$ cat config.mk
export PLATFORM = sky130hd
export DESIGN_NAME = uart_ring_buffer_service_engine_flat
export DESIGN_NICKNAME = d
export VERILOG_FILES = /design/src/rtl/core/urb_pkg.sv /design/src/rtl/core/urb_if.sv /design/src/rtl/core/urb_ram.sv /design/src/rtl/core/urb_datapath.sv /design/src/rtl/core/urb_ctrl.sv /design/src/rtl/core/uart_ring_buffer_service_engine.sv /design/src/flat_wrapper.sv
export SDC_FILE = /design/constraint.sdc
export NUM_CORES = 2
export LEC_CHECK = 0
export ABC_CLOCK_PERIOD_IN_PS = 9800
export BUFFER_PORTS_ARGS = -buffer_cell sky130_fd_sc_hd__buf_2
export CAP_MARGIN = 20
export CORE_UTILIZATION = 30
export CTS_CLUSTER_SIZE = 14
export DETAILED_ROUTE_END_ITERATION = 6
export GPL_TIMING_DRIVEN = 0
export PLACE_DENSITY_LB_ADDON = 0.1
export SYNTH_ARGS = -nofsm -noshare
export SYNTH_HDL_FRONTEND = slang
export SYNTH_SLANG_ARGS = --single-unit
$ cat constraint.sdc
create_clock -name clk -period 9.8 [get_ports clk]
set_clock_uncertainty 0.05 [all_clocks]
set_input_delay 0 -clock clk [delete_from_list [all_inputs] [get_ports clk]]
set_output_delay 0 -clock clk [all_outputs]
set_load 0.02 [all_outputs]
$ cat src/rtl/core/urb_pkg.sv
// Package for the UART ring-buffer service engine.
// Holds the action codes, the register indexes, the reset values and the structs
// shared by the controller, the datapath and the top level. No dependencies.
package urb_pkg;

    // Ring depths used as defaults for the top-level parameters
    localparam int unsigned TX_DEPTH_DEF = 256;
    localparam int unsigned RX_DEPTH_DEF = 256;

    // Register field widths
    localparam int unsigned CAP_W = 9;
    localparam int unsigned LIM_W = 8;
    localparam int unsigned CFG_IDX_W = 2;

    // Register indexes on the write port
    localparam logic [CFG_IDX_W-1:0] REG_TX_CAP = 2'd0;
    localparam logic [CFG_IDX_W-1:0] REG_RX_CAP = 2'd1;
    localparam logic [CFG_IDX_W-1:0] REG_TX_LIM = 2'd2;
    localparam logic [CFG_IDX_W-1:0] REG_RX_LIM = 2'd3;

    // Register reset values
    localparam logic [CAP_W-1:0] TX_CAP_RST = 9'd256;
    localparam logic [CAP_W-1:0] RX_CAP_RST = 9'd256;
    localparam logic [LIM_W-1:0] TX_LIM_RST = 8'd60;
    localparam logic [LIM_W-1:0] RX_LIM_RST = 8'd21;

    // Item action codes
    localparam logic [1:0] ACT_PUSH = 2'd0;
    localparam logic [1:0] ACT_POP  = 2'd1;
    localparam logic [1:0] ACT_TICK = 2'd2;

    // Commands from the controller to the datapath
    typedef struct packed {
        logic       accept;      // item taken this cycle
        logic       push;        // store byte in transmit ring
        logic       pop;         // read byte from receive ring
        logic       tx_send;     // hand transmit byte to the line
        logic       rx_take;     // store line byte in receive ring
        logic       burst_clear;
        logic       burst_inc;
        logic       load;        // capture the result
        logic [1:0] sched;       // scheduler state for the result
    } cmd_t;

    // Status from the datapath to the controller
    typedef struct packed {
        logic tx_empty;
        logic tx_one;
        logic tx_full;
        logic rx_empty;
        logic rx_full;
        logic tx_below;   // burst count below transmit limit
        logic tx_last;    // one more byte reaches transmit limit
        logic rx_below;
        logic rx_last;
    } status_t;

    // Result record
    typedef struct packed {
        logic       tx_line_valid;
        logic [7:0] tx_line_byte;
        logic       rx_line_take;
        logic       rx_out_valid;
        logic [7:0] rx_out_byte;
        logic       push_accepted;
        logic [7:0] tx_level;
        logic [7:0] rx_level;
        logic [1:0] service_state;
    } res_t;

endpackage

$ cat src/rtl/core/urb_if.sv
// Channel interfaces of the UART ring-buffer service engine.
// urb_req_if carries input items, urb_rsp_if carries result items. No dependencies.
interface urb_req_if;
    logic       valid;
    logic       ready;
    logic [1:0] action;
    logic [7:0] data_byte;
    logic       line_rx_valid;
    logic [7:0] line_rx_byte;
    logic       line_tx_busy;

    modport source (output valid, action, data_byte, line_rx_valid, line_rx_byte,
                    line_tx_busy, input ready);
    modport sink   (input valid, action, data_byte, line_rx_valid, line_rx_byte,
                    line_tx_busy, output ready);
endinterface

interface urb_rsp_if;
    logic       valid;
    logic       ready;
    logic       tx_line_valid;
    logic [7:0] tx_line_byte;
    logic       rx_line_take;
    logic       rx_out_valid;
    logic [7:0] rx_out_byte;
    logic       push_accepted;
    logic [7:0] tx_level;
    logic [7:0] rx_level;
    logic [1:0] service_state;

    modport source (output valid, tx_line_valid, tx_line_byte, rx_line_take,
                    rx_out_valid, rx_out_byte, push_accepted, tx_level, rx_level,
                    service_state, input ready);
    modport sink   (input valid, tx_line_valid, tx_line_byte, rx_line_take,
                    rx_out_valid, rx_out_byte, push_accepted, tx_level, rx_level,
                    service_state, output ready);
endinterface

$ cat src/rtl/core/urb_ram.sv
// Generic simple dual-port RAM: one write port, one read port, registered read.
// No dependencies.
module urb_ram #(
    parameter int unsigned WIDTH = 8,
    parameter int unsigned DEPTH = 256
) (
    input  logic                     clk,
    input  logic                     we,
    input  logic [$clog2(DEPTH)-1:0] waddr,
    input  logic [WIDTH-1:0]         wdata,
    input  logic [$clog2(DEPTH)-1:0] raddr,
    output logic [WIDTH-1:0]         rdata
);

    logic [WIDTH-1:0] mem [DEPTH];

    // Write, then register the read
    always_ff @(posedge clk)
    begin
        if (we)
        begin
            mem[waddr] <= wdata;
        end
        rdata <= mem[raddr];
    end

endmodule

$ cat src/rtl/core/urb_datapath.sv
// Datapath of the UART ring-buffer service engine: registers, ring pointers,
// ring stores, burst counter and result register. Depends on urb_pkg and urb_ram.
module urb_datapath #(
    parameter int unsigned TX_DEPTH = urb_pkg::TX_DEPTH_DEF,
    parameter int unsigned RX_DEPTH = urb_pkg::RX_DEPTH_DEF
) (
    input  logic                            clk,
    input  logic                            rst_n,
    input  logic                            wr_en,
    input  logic [urb_pkg::CFG_IDX_W-1:0]   wr_index,
    input  logic [urb_pkg::CAP_W-1:0]       wr_data,
    input  urb_pkg::cmd_t                   cmd,
    input  logic [7:0]                      data_byte,
    input  logic [7:0]                      line_rx_byte,
    output urb_pkg::status_t                status,
    output urb_pkg::res_t                   res
);

    localparam int unsigned TPW = $clog2(TX_DEPTH);
    localparam int unsigned RPW = $clog2(RX_DEPTH);

    // Clamp a capacity to [2, depth]
    function automatic logic [31:0] clamp_cap(logic [urb_pkg::CAP_W-1:0] c,
                                              logic [31:0] depth);
        logic [31:0] v;
        v = 32'(c);
        if (v < 32'd2)
        begin
            v = 32'd2;
        end
        else if (v > depth)
        begin
            v = depth;
        end
        return v;
    endfunction

    // Bytes held between read and write pointer
    function automatic logic [31:0] ring_level(logic [31:0] w, logic [31:0] r,
                                               logic [31:0] cap);
        if (r <= w)
        begin
            return w - r;
        end
        return cap - (r - w);
    endfunction

    // Advance a pointer with wrap at the capacity
    function automatic logic [31:0] wrap_inc(logic [31:0] p, logic [31:0] cap);
        logic [31:0] n;
        n = p + 32'd1;
        return (n >= cap) ? 32'd0 : n;
    endfunction

    // Saturate a level to one byte
    function automatic logic [7:0] sat8(logic [31:0] v);
        return (v > 32'd255) ? 8'hFF : v[7:0];
    endfunction

    logic [urb_pkg::CAP_W-1:0] tx_cap_reg, rx_cap_reg;
    logic [urb_pkg::LIM_W-1:0] tx_lim_reg, rx_lim_reg;
    logic [TPW-1:0]            tx_wr_ptr_reg, tx_rd_ptr_reg;
    logic [RPW-1:0]            rx_wr_ptr_reg, rx_rd_ptr_reg;
    logic [7:0]                burst_reg;
    logic                      txv_reg, take_reg, popv_reg, acc_reg;
    logic [TPW-1:0]            tx_wr_ptr_next, tx_rd_ptr_next;
    logic [RPW-1:0]            rx_wr_ptr_next, rx_rd_ptr_next;
    logic [7:0]                burst_next;

    logic [31:0] tcap, rcap, tx_lvl, rx_lvl;
    logic [7:0]  tx_lim, rx_lim;
    logic [8:0]  burst_plus;
    logic [7:0]  tx_rdata, rx_rdata;

    // Effective capacities and fill levels
    always_comb
    begin
        tcap   = clamp_cap(tx_cap_reg, TX_DEPTH);
        rcap   = clamp_cap(rx_cap_reg, RX_DEPTH);
        tx_lvl = ring_level(32'(tx_wr_ptr_reg), 32'(tx_rd_ptr_reg), tcap);
        rx_lvl = ring_level(32'(rx_wr_ptr_reg), 32'(rx_rd_ptr_reg), rcap);
    end

    // Burst limits, zero taken as one
    assign tx_lim     = (tx_lim_reg == 8'd0) ? 8'd1 : tx_lim_reg;
    assign rx_lim     = (rx_lim_reg == 8'd0) ? 8'd1 : rx_lim_reg;
    assign burst_plus = {1'b0, burst_reg} + 9'd1;

    // Status to the controller
    always_comb
    begin
        status.tx_empty = (tx_lvl == 32'd0);
        status.tx_one   = (tx_lvl == 32'd1);
        status.tx_full  = (tx_lvl == tcap - 32'd1);
        status.rx_empty = (rx_lvl == 32'd0);
        status.rx_full  = (rx_lvl == rcap - 32'd1);
        status.tx_below = (burst_reg < tx_lim);
        status.tx_last  = (burst_plus >= {1'b0, tx_lim});
        status.rx_below = (burst_reg < rx_lim);
        status.rx_last  = (burst_plus >= {1'b0, rx_lim});
    end

    // Next pointer and burst values
    always_comb
    begin
        tx_wr_ptr_next = tx_wr_ptr_reg;
        tx_rd_ptr_next = tx_rd_ptr_reg;
        rx_wr_ptr_next = rx_wr_ptr_reg;
        rx_rd_ptr_next = rx_rd_ptr_reg;
        burst_next     = burst_reg;
        if (cmd.push)
        begin
            tx_wr_ptr_next = TPW'(wrap_inc(32'(tx_wr_ptr_reg), tcap));
        end
        if (cmd.tx_send)
        begin
            tx_rd_ptr_next = TPW'(wrap_inc(32'(tx_rd_ptr_reg), tcap));
        end
        if (cmd.rx_take)
        begin
            rx_wr_ptr_next = RPW'(wrap_inc(32'(rx_wr_ptr_reg), rcap));
        end
        if (cmd.pop)
        begin
            rx_rd_ptr_next = RPW'(wrap_inc(32'(rx_rd_ptr_reg), rcap));
        end
        if (cmd.burst_clear)
        begin
            burst_next = 8'd0;
        end
        else if (cmd.burst_inc)
        begin
            burst_next = burst_plus[7:0];
        end
        // A capacity write empties its ring
        if (wr_en && wr_index == urb_pkg::REG_TX_CAP)
        begin
            tx_wr_ptr_next = '0;
            tx_rd_ptr_next = '0;
        end
        if (wr_en && wr_index == urb_pkg::REG_RX_CAP)
        begin
            rx_wr_ptr_next = '0;
            rx_rd_ptr_next = '0;
        end
    end

    // Hold registers, pointers and burst count
    always_ff @(posedge clk or negedge rst_n)
    begin
        if (!rst_n)
        begin
            tx_cap_reg    <= urb_pkg::TX_CAP_RST;
            rx_cap_reg    <= urb_pkg::RX_CAP_RST;
            tx_lim_reg    <= urb_pkg::TX_LIM_RST;
            rx_lim_reg    <= urb_pkg::RX_LIM_RST;
            tx_wr_ptr_reg <= '0;
            tx_rd_ptr_reg <= '0;
            rx_wr_ptr_reg <= '0;
            rx_rd_ptr_reg <= '0;
            burst_reg     <= 8'd0;
        end
        else
        begin
            if (wr_en)
            begin
                case (wr_index)
                    urb_pkg::REG_TX_CAP: tx_cap_reg <= wr_data;
                    urb_pkg::REG_RX_CAP: rx_cap_reg <= wr_data;
                    urb_pkg::REG_TX_LIM: tx_lim_reg <= wr_data[urb_pkg::LIM_W-1:0];
                    urb_pkg::REG_RX_LIM: rx_lim_reg <= wr_data[urb_pkg::LIM_W-1:0];
                    default: ;
                endcase
            end
            tx_wr_ptr_reg <= tx_wr_ptr_next;
            tx_rd_ptr_reg <= tx_rd_ptr_next;
            rx_wr_ptr_reg <= rx_wr_ptr_next;
            rx_rd_ptr_reg <= rx_rd_ptr_next;
            burst_reg     <= burst_next;
        end
    end

    // Transmit ring store
    urb_ram #(
        .WIDTH (8),
        .DEPTH (TX_DEPTH)
    ) u_tx_ram (
        .clk   (clk),
        .we    (cmd.push),
        .waddr (tx_wr_ptr_reg),
        .wdata (data_byte),
        .raddr (tx_rd_ptr_reg),
        .rdata (tx_rdata)
    );

    // Receive ring store
    urb_ram #(
        .WIDTH (8),
        .DEPTH (RX_DEPTH)
    ) u_rx_ram (
        .clk   (clk),
        .we    (cmd.rx_take),
        .waddr (rx_wr_ptr_reg),
        .wdata (line_rx_byte),
        .raddr (rx_rd_ptr_reg),
        .rdata (rx_rdata)
    );

    // Hold the flags of the accepted item until its read data arrives
    always_ff @(posedge clk)
    begin
        if (cmd.accept)
        begin
            txv_reg  <= cmd.tx_send;
            take_reg <= cmd.rx_take;
            popv_reg <= cmd.pop;
            acc_reg  <= cmd.push;
        end
    end

    // Capture the result once the ring data is out of the stores
    always_ff @(posedge clk)
    begin
        if (cmd.load)
        begin
            res.tx_line_valid <= txv_reg;
            res.tx_line_byte  <= txv_reg ? tx_rdata : 8'd0;
            res.rx_line_take  <= take_reg;
            res.rx_out_valid  <= popv_reg;
            res.rx_out_byte   <= popv_reg ? rx_rdata : 8'd0;
            res.push_accepted <= acc_reg;
            res.tx_level      <= sat8(tx_lvl);
            res.rx_level      <= sat8(rx_lvl);
            res.service_state <= cmd.sched;
        end
    end

endmodule

$ cat src/rtl/core/urb_ctrl.sv
// Controller of the UART ring-buffer service engine: item sequencer and the
// idle/transmit/receive scheduler. Depends on urb_pkg.
module urb_ctrl (
    input  logic             clk,
    input  logic             rst_n,
    input  logic             in_valid,
    output logic             in_ready,
    input  logic [1:0]       action,
    input  logic             line_rx_valid,
    input  logic             line_tx_busy,
    output logic             out_valid,
    input  logic             out_ready,
    input  urb_pkg::status_t status,
    output urb_pkg::cmd_t    cmd
);

    typedef enum logic {
        SEQ_IDLE,
        SEQ_READ
    } seq_t;

    typedef enum logic [1:0] {
        SCHED_IDLE = 2'd0,
        SCHED_TX   = 2'd1,
        SCHED_RX   = 2'd2
    } sched_t;

    seq_t   seq_reg;
    sched_t sched_reg, sched_next;
    logic   out_valid_reg;
    logic   accept;

    assign in_ready  = (seq_reg == SEQ_IDLE) && (!out_valid_reg || out_ready);
    assign accept    = in_valid && in_ready;
    assign out_valid = out_valid_reg;

    // Decode the item into datapath commands and the next scheduler state
    always_comb
    begin
        logic send, take, lvl_zero, cnt_done;
        send       = 1'b0;
        take       = 1'b0;
        lvl_zero   = 1'b0;
        cnt_done   = 1'b0;
        cmd        = '0;
        sched_next = sched_reg;
        cmd.accept = accept;
        cmd.load   = (seq_reg == SEQ_READ);
        cmd.sched  = sched_reg;
        if (accept)
        begin
            case (action)
                urb_pkg::ACT_PUSH: cmd.push = !status.tx_full;
                urb_pkg::ACT_POP:  cmd.pop  = !status.rx_empty;
                urb_pkg::ACT_TICK:
                begin
                    case (sched_reg)
                        SCHED_TX:
                        begin
                            send     = !status.tx_empty && !line_tx_busy && status.tx_below;
                            lvl_zero = status.tx_empty || (send && status.tx_one);
                            cnt_done = send ? status.tx_last : !status.tx_below;
                            cmd.tx_send = send;
                            if (lvl_zero || cnt_done)
                            begin
                                cmd.burst_clear = 1'b1;
                                if (line_rx_valid)
                                begin
                                    sched_next = SCHED_RX;
                                end
                                else if (lvl_zero)
                                begin
                                    sched_next = SCHED_IDLE;
                                end
                            end
                            else
                            begin
                                cmd.burst_inc = send;
                            end
                        end
                        SCHED_RX:
                        begin
                            take = line_rx_valid && status.rx_below && !status.rx_full;
                            cmd.rx_take = take;
                            if (!take || status.rx_last)
                            begin
                                cmd.burst_clear = 1'b1;
                                if (!status.tx_empty)
                                begin
                                    sched_next = SCHED_TX;
                                end
                                else if (!line_rx_valid)
                                begin
                                    sched_next = SCHED_IDLE;
                                end
                            end
                            else
                            begin
                                cmd.burst_inc = 1'b1;
                            end
                        end
                        default:
                        begin
                            cmd.burst_clear = 1'b1;
                            if (!status.tx_empty)
                            begin
                                sched_next = SCHED_TX;
                            end
                            else if (line_rx_valid)
                            begin
                                sched_next = SCHED_RX;
                            end
                            else
                            begin
                                sched_next = SCHED_IDLE;
                            end
                        end
                    endcase
                end
                default: ;
            endcase
        end
    end

    // Advance the sequencer and scheduler, hold the result valid flag
    always_ff @(posedge clk or negedge rst_n)
    begin
        if (!rst_n)
        begin
            seq_reg       <= SEQ_IDLE;
            sched_reg     <= SCHED_IDLE;
            out_valid_reg <= 1'b0;
        end
        else
        begin
            case (seq_reg)
                SEQ_IDLE:
                begin
                    if (accept)
                    begin
                        seq_reg   <= SEQ_READ;
                        sched_reg <= sched_next;
                    end
                    if (out_ready)
                    begin
                        out_valid_reg <= 1'b0;
                    end
                end
                SEQ_READ:
                begin
                    seq_reg       <= SEQ_IDLE;
                    out_valid_reg <= 1'b1;
                end
                default:
                begin
                    seq_reg <= SEQ_IDLE;
                end
            endcase
        end
    end

endmodule

$ cat src/rtl/core/uart_ring_buffer_service_engine.sv
// UART ring-buffer service engine, top level.
// Depends on urb_pkg, urb_if, urb_ram, urb_datapath and urb_ctrl.
//
// Keeps a transmit ring and a receive ring, each backed by a RAM with a
// registered read. An item pushes a transmit byte, pops a receive byte or runs
// one scheduler tick that moves at most one byte between a ring and the line;
// every item gives exactly one result. The accept cycle updates the pointers,
// writes the ring and starts the ring read; the next cycle captures the read
// data and levels into the result register. A new item is taken in the cycle
// the result is taken, but not while the previous item still waits for its
// read data. One slot of each ring stays free; capacities clamp to [2, depth]
// and a capacity write empties its ring. No clearing pass is needed after
// reset.
module uart_ring_buffer_service_engine #(
    parameter int unsigned TX_DEPTH = urb_pkg::TX_DEPTH_DEF,
    parameter int unsigned RX_DEPTH = urb_pkg::RX_DEPTH_DEF
) (
    input  logic                          clk,
    input  logic                          rst_n,
    input  logic                          wr_en,
    input  logic [urb_pkg::CFG_IDX_W-1:0] wr_index,
    input  logic [urb_pkg::CAP_W-1:0]     wr_data,
    urb_req_if.sink                       req,
    urb_rsp_if.source                     rsp
);

    urb_pkg::cmd_t    cmd;
    urb_pkg::status_t status;
    urb_pkg::res_t    res;

    // Sequencer and scheduler
    urb_ctrl u_ctrl (
        .clk           (clk),
        .rst_n         (rst_n),
        .in_valid      (req.valid),
        .in_ready      (req.ready),
        .action        (req.action),
        .line_rx_valid (req.line_rx_valid),
        .line_tx_busy  (req.line_tx_busy),
        .out_valid     (rsp.valid),
        .out_ready     (rsp.ready),
        .status        (status),
        .cmd           (cmd)
    );

    // Rings, registers and result
    urb_datapath #(
        .TX_DEPTH (TX_DEPTH),
        .RX_DEPTH (RX_DEPTH)
    ) u_datapath (
        .clk          (clk),
        .rst_n        (rst_n),
        .wr_en        (wr_en),
        .wr_index     (wr_index),
        .wr_data      (wr_data),
        .cmd          (cmd),
        .data_byte    (req.data_byte),
        .line_rx_byte (req.line_rx_byte),
        .status       (status),
        .res          (res)
    );

    // Drive the result channel
    assign rsp.tx_line_valid = res.tx_line_valid;
    assign rsp.tx_line_byte  = res.tx_line_byte;
    assign rsp.rx_line_take  = res.rx_line_take;
    assign rsp.rx_out_valid  = res.rx_out_valid;
    assign rsp.rx_out_byte   = res.rx_out_byte;
    assign rsp.push_accepted = res.push_accepted;
    assign rsp.tx_level      = res.tx_level;
    assign rsp.rx_level      = res.rx_level;
    assign rsp.service_state = res.service_state;

endmodule
$ cat src/flat_wrapper.sv
// flat-port wrapper written by rule: the top's interface ports become plain ports
module uart_ring_buffer_service_engine_flat 
#(
    parameter int unsigned TX_DEPTH = urb_pkg::TX_DEPTH_DEF,
    parameter int unsigned RX_DEPTH = urb_pkg::RX_DEPTH_DEF
)
  (clk, rst_n, wr_en, wr_index, wr_data, req_valid, req_action, req_data_byte, req_line_rx_valid, req_line_rx_byte, req_line_tx_busy, req_ready, rsp_valid, rsp_tx_line_valid, rsp_tx_line_byte, rsp_rx_line_take, rsp_rx_out_valid, rsp_rx_out_byte, rsp_push_accepted, rsp_tx_level, rsp_rx_level, rsp_service_state, rsp_ready);
  urb_req_if req_i ();
  urb_rsp_if rsp_i ();
  input  logic clk;
  input  logic rst_n;
  input  logic wr_en;
  input  logic [urb_pkg::CFG_IDX_W-1:0] wr_index;
  input  logic [urb_pkg::CAP_W-1:0] wr_data;
  input wire logic [$bits(req_i.valid)-1:0] req_valid;
  input wire logic [$bits(req_i.action)-1:0] req_action;
  input wire logic [$bits(req_i.data_byte)-1:0] req_data_byte;
  input wire logic [$bits(req_i.line_rx_valid)-1:0] req_line_rx_valid;
  input wire logic [$bits(req_i.line_rx_byte)-1:0] req_line_rx_byte;
  input wire logic [$bits(req_i.line_tx_busy)-1:0] req_line_tx_busy;
  output wire logic [$bits(req_i.ready)-1:0] req_ready;
  output wire logic [$bits(rsp_i.valid)-1:0] rsp_valid;
  output wire logic [$bits(rsp_i.tx_line_valid)-1:0] rsp_tx_line_valid;
  output wire logic [$bits(rsp_i.tx_line_byte)-1:0] rsp_tx_line_byte;
  output wire logic [$bits(rsp_i.rx_line_take)-1:0] rsp_rx_line_take;
  output wire logic [$bits(rsp_i.rx_out_valid)-1:0] rsp_rx_out_valid;
  output wire logic [$bits(rsp_i.rx_out_byte)-1:0] rsp_rx_out_byte;
  output wire logic [$bits(rsp_i.push_accepted)-1:0] rsp_push_accepted;
  output wire logic [$bits(rsp_i.tx_level)-1:0] rsp_tx_level;
  output wire logic [$bits(rsp_i.rx_level)-1:0] rsp_rx_level;
  output wire logic [$bits(rsp_i.service_state)-1:0] rsp_service_state;
  input wire logic [$bits(rsp_i.ready)-1:0] rsp_ready;
  assign req_i.valid = req_valid;
  assign req_i.action = req_action;
  assign req_i.data_byte = req_data_byte;
  assign req_i.line_rx_valid = req_line_rx_valid;
  assign req_i.line_rx_byte = req_line_rx_byte;
  assign req_i.line_tx_busy = req_line_tx_busy;
  assign req_ready = req_i.ready;
  assign rsp_valid = rsp_i.valid;
  assign rsp_tx_line_valid = rsp_i.tx_line_valid;
  assign rsp_tx_line_byte = rsp_i.tx_line_byte;
  assign rsp_rx_line_take = rsp_i.rx_line_take;
  assign rsp_rx_out_valid = rsp_i.rx_out_valid;
  assign rsp_rx_out_byte = rsp_i.rx_out_byte;
  assign rsp_push_accepted = rsp_i.push_accepted;
  assign rsp_tx_level = rsp_i.tx_level;
  assign rsp_rx_level = rsp_i.rx_level;
  assign rsp_service_state = rsp_i.service_state;
  assign rsp_i.ready = rsp_ready;
  uart_ring_buffer_service_engine #(.TX_DEPTH(TX_DEPTH), .RX_DEPTH(RX_DEPTH)) u_core (.clk(clk), .rst_n(rst_n), .wr_en(wr_en), .wr_index(wr_index), .wr_data(wr_data), .req(req_i), .rsp(rsp_i));
endmodule
-- Word level (Yosys, flattened, before mapping)
Memories as Yosys holds them, arrays and structs flattened. A register that Yosys moved wholly into a read port is not among the register bits.
Cells that the tools add are included.
Widths: inputs -> output; s select.
- add/sub/neg operators: 13
- order comparisons: 16
- equality and inequality tests: 15
- multiplexer cells: 56
- bitwise gates (word level): 1
- reductions and logical operators: 37
- operators with widths (cell ; number):
    $mux 32 ; 5
    $mux 8 ; 16
    $eq 32x32->1 ; 2
    $ge 9x32->1 ; 2
    $gt 32x8->1 const B ; 2
    $logic_not 32->1 ; 2
    $sub 32x1->32 const B ; 2
    $sub 32x32->32 ; 2
    $add 8x1->9 const B ; 5
    $sub 8x8->9 ; 4
    $eq 32x1->1 const B ; 1
    $mux 9 ; 3
    $ge 9x8->1 ; 2
    $ge 9x9->1 ; 2
    $gt 9x9->1 const B ; 2
    $lt 9x2->1 const B ; 2
    $mux 1 ; 17
    $le 8x8->1 ; 2
    $logic_not 8->1 ; 2
    $lt 8x8->1 ; 2
    $mux 2 ; 8
    $reduce_bool 2->1 ; 5
    $logic_and 1x1->1 ; 9
    $eq 2x2->1 const B ; 4
    other kinds (13) ; 35
- flip-flop bits (word level): 120
- memory bits (writable): 4096
- output and inout bits: 40
- memories kept: 2
- memories (memory ; depth ; width ; rd ports ; clocked after memory_dff ; wr ports ; line ; source):
    u_core.u_datapath.u_rx_ram.mem ; 256 ; 8 ; 1 ; 1 ; 1 ; urb_ram.sv:15 ; logic [WIDTH-1:0] mem [DEPTH];
    u_core.u_datapath.u_tx_ram.mem ; 256 ; 8 ; 1 ; 1 ; 1 ; urb_ram.sv:15 ;

-- Depth between registers and ports, before layout
- depth in word-level cells: 18
- mapped depth: 33

-- Modules after synthesis
A second synthesis with hierarchy kept.
- cells, all modules: 8678
- area, all modules: 170056.8 sq um
- by module, submodules not included (module ; instances ; cells an instance ; area an instance (sq um)):
    urb_ram ; 2 ; 3733 ; 79556.3
    urb_datapath ; 1 ; 1168 ; 10522.6
    urb_ctrl ; 1 ; 44 ; 421.7

-- Worst setup path before layout
Ideal clock, no wire load.
- kind: reg2reg
- start: register u_core.u_datapath.tx_rd_ptr_reg[0]
- end: memory u_core.u_datapath.u_tx_ram.mem[140][0] (enable)
- library setup time: 0.370 ns
- arrival: 6.565 ns
- data required time: 9.380 ns
- setup slack: 2.814 ns
- cell stages (with the launch flop): 32
- path buffers: 6
- clock period less this slack: 6.986 ns
- cell sequence: dfrtp_1 > clkbuf_1 > buf_2 > buf_1 > inv_1 > ha_1 > inv_1 > fa_1 > a21oi_1 > o21bai_1 > a221oi_2 > inv_1 > ha_1 > and3_1 > a21bo_2 > and2_1 > or2_2 > ha_1 > and4_1 > nand2_1 > inv_1 > o211ai_1 > a31oi_1 > a221oi_1 > a2111oi_2 > nand4_2 > nand2_1 > buf_6 > or4_4 > buf_6 > buf_8 > nor2_1
- longest elaborated chain between the ends: 9
- elaborated cells between the ends (all ways): 13
- RTL lines (item ; line ; source):
    start: declaration ; urb_datapath.sv:62 ; logic [TPW-1:0] tx_wr_ptr_reg, tx_rd_ptr_reg;
    start signal: assignment ; urb_datapath.sv:176 ; tx_rd_ptr_reg <= tx_rd_ptr_next;
    $sub 8x8->9, or another cell as far along ; urb_datapath.sv:45 ; return cap - (r - w);
    $sub 32x32->32, or another cell as far along ; urb_datapath.sv:45 ;
    $mux 32 * ; urb_datapath.sv:45 ;
    $eq 32x32->1 * ; urb_datapath.sv:94 ; status.tx_full = (tx_lvl == tcap - 32'd1);
    $logic_not 1->1 * ; urb_ctrl.sv:53 ; urb_pkg::ACT_PUSH: cmd.push = !status.tx_full;
    $mux 1 * ; urb_ctrl.sv:52 ; case (action)
    $mux 6 * ; urb_ctrl.sv:50 ; if (accept)
    $mux 1 * ; urb_ram.sv:20 ; if (we)
    $mux 1 (implied by the code) * ; urb_ram.sv:22 ; mem[waddr] <= wdata;
    end: declaration ; urb_ram.sv:15 ;
Mark *: on every way between the ends. The rest lies on a longest branch, timed or not. The select of a mux whose other input is x is not followed.

-- Worst setup path after layout
- start: register u_core.u_datapath.rx_rd_ptr_reg[0]
- end: memory u_core.u_datapath.u_rx_ram.mem[150][2] (enable)
- longest elaborated chain between the ends: 11
- elaborated cells between the ends (all ways): 15
- RTL lines (item ; line ; source):
    start: declaration ; urb_datapath.sv:63 ; logic [RPW-1:0] rx_wr_ptr_reg, rx_rd_ptr_reg;
    start signal: assignment ; urb_datapath.sv:178 ; rx_rd_ptr_reg <= rx_rd_ptr_next;
    $sub 8x8->9, or another cell as far along ; urb_datapath.sv:45 ;
    $sub 32x32->32, or another cell as far along ; urb_datapath.sv:45 ;
    $mux 32 * ; urb_datapath.sv:45 ;
    $eq 32x32->1 * ; urb_datapath.sv:96 ; status.rx_full = (rx_lvl == rcap - 32'd1);
    $logic_not 1->1 * ; urb_ctrl.sv:83 ; take = line_rx_valid && status.rx_below && !status.rx_full;
    $logic_and 1x1->1 * ; urb_ctrl.sv:83 ;
    $mux 1 * ; urb_ctrl.sv:57 ; case (sched_reg)
    $mux 4 * ; urb_ctrl.sv:52 ;
    $mux 6 * ; urb_ctrl.sv:50 ;
    $mux 1 * ; urb_ram.sv:20 ;
    $mux 1 (implied by the code) * ; urb_ram.sv:22 ;
    end: declaration ; urb_ram.sv:15 ;
Marked as above.

==> flow_summary.json <==
{
  "max_freq_ghz": 0.104,
  "syn_inst": 7749,
  "yosysTopAreaCell": "edfxtp_1",
  "largest_registers": "u_core.u_datapath.u_rx_ram.mem (2048), u_core.u_datapath.u_tx_ram.mem (2048), u_core.u_datapath.res (38)",
  "postCtsSetupRepairBufs": 0,
  "grt_pass1_vias": 85200,
  "synth_top_area_frac": 0.734,
  "area_delta_synth_final_pct": 17.3,
  "ys_ff_latch": 4232,
  "place_congestion": 0.804,
  "rsz0062_at_grt": "yes",
  "synth_flop_cell": "edfxtp_1",
  "internal-power_mw": 33.2,
  "fillers": 51900,
  "synthTopCellsByCount": "edfxtp_1, mux4_2, nor2_1, clkbuf_1, nand2_1",
  "place_ws_ps": -1050,
  "cp_max_fo": 19,
  "grt_pass1_wl_um": 722000,
  "outcome": "completed",
  "start_util": 0.301,
  "period_share": 0.977,
  "path_class": "register to register",
  "ios": 76,
  "synth_nets": 7942,
  "cts_inserted_buffers": 456,
  "p_seq_frac": 0.447,
  "grt.overflow.total": 0,
  "hold_viol": 0,
  "setup_tns_ps": 0,
  "drt_first_iter_violations": 6885,
  "hold_class": "input port to register",
  "core_area_um2": 561000,
  "crit_path_end_kind": "register",
  "wl_met1_um": 223000,
  "cts.sinks": 4232,
  "power_frac_comb": 0.168,
  "ys_types": 94,
  "viasPerCell": 4.96,
  "ir_drop_v": 0.000177,
  "pwr-share-clk": 0.385,
  "routed-wl-met3_um": 20200,
  "yosysMostFrequentCell": "edfxtp_1",
  "dieHeight_um": 753,
  "drc": 0,
  "arrival_ps": 10160,
  "max_stage_delay_ps": 820,
  "min_period_ps": 9580,
  "setup_viol": 0,
  "cts_htree_levels": 5,
  "portBuffers": 75,
  "nNetsFinal": 8735,
  "dp_hpwl_um": 357000,
  "critPathSlowestCell": "nor2_1",
  "synth_edf_count": 4138,
  "ant_nets": 0,
  "clockBufferDepth": 4,
  "wl_met2_um": 268000,
  "cts_tree": "built",
  "yosys-top-cells-area": "edfxtp_1, mux4_2, nor2_1",
  "swShare": 0.262,
  "fin_area_um2": 199000,
  "core.rowCount": 275,
  "top_layer": "met5",
  "yosys_warnings": 0,
  "p_total_mw": 44.9,
  "start_kind": "register",
  "routed_wl_um": 525000,
  "drv_cap": 0,
  "syn-cell-area_um2": 169000,
  "drt-wirelength-per-cell_um": 31.9,
  "place_area_um2": 182000,
  "syn_avg_cell_area_um2": 21.8,
  "p_switching_mw": 11.8,
  "num_vias": 81500,
  "track_usage": 0.182,
  "clock_latency_ps": 1020,
  "leakagePower_nw": 60.7,
  "root_buffer": "clkbuf_16",
  "yosysSeqAreaShare": 0.748,
  "drtPass1Iterations": 5,
  "clk_pin_slew_ps": 60,
  "dieArea_um2": 567000,
  "antenna_found_initial": 33,
  "final_layout_size_suffix_gt1_frac": 0.286,
  "die_width_um": 753,
  "grt_max_degree": 141,
  "async_reset_ff_frac": 0.0184,
  "power_density_nw_per_um2": 226,
  "tightest_slew_ps": 1280,
  "slew_headroom": 0.146,
  "finalMaxSlewViolations": 0,
  "required_ps": 10380,
  "worst_slack_ps": 224
}
[worst max-delay path: cells and delay by family (launching register included)]
family / cells / cell delay, ps
AOI/OAI and AO/OA: 6 / 1640
adders and majority gates: 4 / 1230
buffers and inverters: 7 / 2510
DFF: 1 / 420
and+or+nand+nor: 11 / 3220
[placed cells by master (no fill, tap or decap), types with 16 or more instances in the layout]
cell	synthesis	routed
clkbuf_1	252	313
inv_1	107	107
bufinv_16	0	50
buf_8	1	115
dlygate4sd3_1	0	78
clkbuf_16	0	462
nor2_1	563	491
o21ai_0	53	53
o21a_1	17	17
nor2_2	26	98
nor3_1	28	28
and2_1	26	26
ha_1	151	151
buf_2	41	115
mux2_2	25	25
a21o_1	32	32
xnor2_1	52	52
a21oi_1	80	80
nand2_1	158	158
edfxtp_1	4138	4138
buf_1	108	90
buf_4	16	21
or3_1	20	20
buf_12	0	22
clkinv_2	0	90
mux2i_1	80	80
mux4_2	1336	1336
clkbuf_2	0	37
xor2_1	24	24
dfxtp_1	16	16
diode_2	0	22
clkinv_1	2	104
dfrtp_1	69	68
nand3_1	53	50
buf_16	0	54
[power by group through the flow]
| stage | combinational, mW | sequential [mW] | clock, mW |
|---|---|---|---|
| global route | 8.01 | 20.1 | 18.4 |
| global placement | 7.27 | 20.6 | 0 |
| CTS | 7.64 | 20.1 | 17.7 |
| finish | 7.53 | 20.1 | 17.3 |
| detailed placement | 7.58 | 20.5 | 0 |
| floorplan | 4.28 | 20.5 | 0 |
[kinds of logic (layout without fill, tap and decap cells)]
family                     count (synthesis)  after routing  share of synthesized area
AOI/OAI and AO/OA                        299            299                     0.0121
other                                      0             22                          0
adders and majority gates                157            157                     0.0119
xor gates and xnor gates                  76             76                    0.00393
muxes                                   1441           1441                      0.184
buffers and inverters                    542           1723                     0.0131
DFF                                     4232           4232                      0.748
and+or+nand+nor                         1002           1002                     0.0268
[worst paths after layout]
kind	depth (start not counted)	to	from	slack (ps)
worst min-delay path	2	u_core.u_datapath.u_rx_ram.mem[60][6]$_DFFE_PP_	req_line_rx_byte[6]	70
worst max register to register	28	u_core.u_datapath.u_rx_ram.mem[150][2]$_DFFE_PP_	u_core.u_datapath.rx_rd_ptr_reg[0]$_DFFE_PN0P_	220
worst min register to register	0	u_core.u_datapath.res[28]$_DFFE_PP_	u_core.u_datapath.take_reg$_DFFE_PP_	370
worst max-delay path	28	u_core.u_datapath.u_rx_ram.mem[150][2]$_DFFE_PP_	u_core.u_datapath.rx_rd_ptr_reg[0]$_DFFE_PN0P_	220
min in group asynchronous	5	u_core.u_datapath.burst_reg[1]$_DFFE_PN0P_	rst_n	480
max in group asynchronous	6	u_core.u_datapath.rx_cap_reg[8]$_DFFE_PN1P_	rst_n	8590
[routing by layer]
layer | vias up | global-route usage
li1 | 34200 | -
met1 | 45000 | 0.242
met2 | 1817 | 0.319
met3 | 598 | 0.0212
met4 | 2 | 0.0419
met5 | - | 0
[cell type report]
type / count / area [um2] / area share
multi-input cells: 2975 / 40600 / 0.205
well taps: 7479 / 9360 / 0.0471
clock buffers: 563 / 12000 / 0.0603
inverters: 116 / 435 / 0.00219
flip-flops and latches: 4232 / 127000 / 0.637
repair buffers: 336 / 4800 / 0.0242
diodes: 22 / 55.1 / 0.000277
plain buffers: 425 / 1850 / 0.00931
clock inverters: 283 / 2880 / 0.0145
[metrics by stage]
step | cells | util | hold WS [ps]
after floorplan | 7749 | - | -346
after global placement | 15300 | 0.319 | 196
after detailed placement | 15400 | 0.324 | -73.9
after CTS | 16400 | 0.352 | 16.9
after global routing | 16400 | 0.354 | 62.7
final | 16400 | 0.354 | 72.6
[timing repair]
action | 4_1_cts | 5_1_grt
endpoints found under the hold margin | 3216 | 1
resized for setup | 14 | 65
hold buffers | 85 | 2
endpoints found under the setup margin | 2041 | 2037
(Power assumes the default switching activity.)
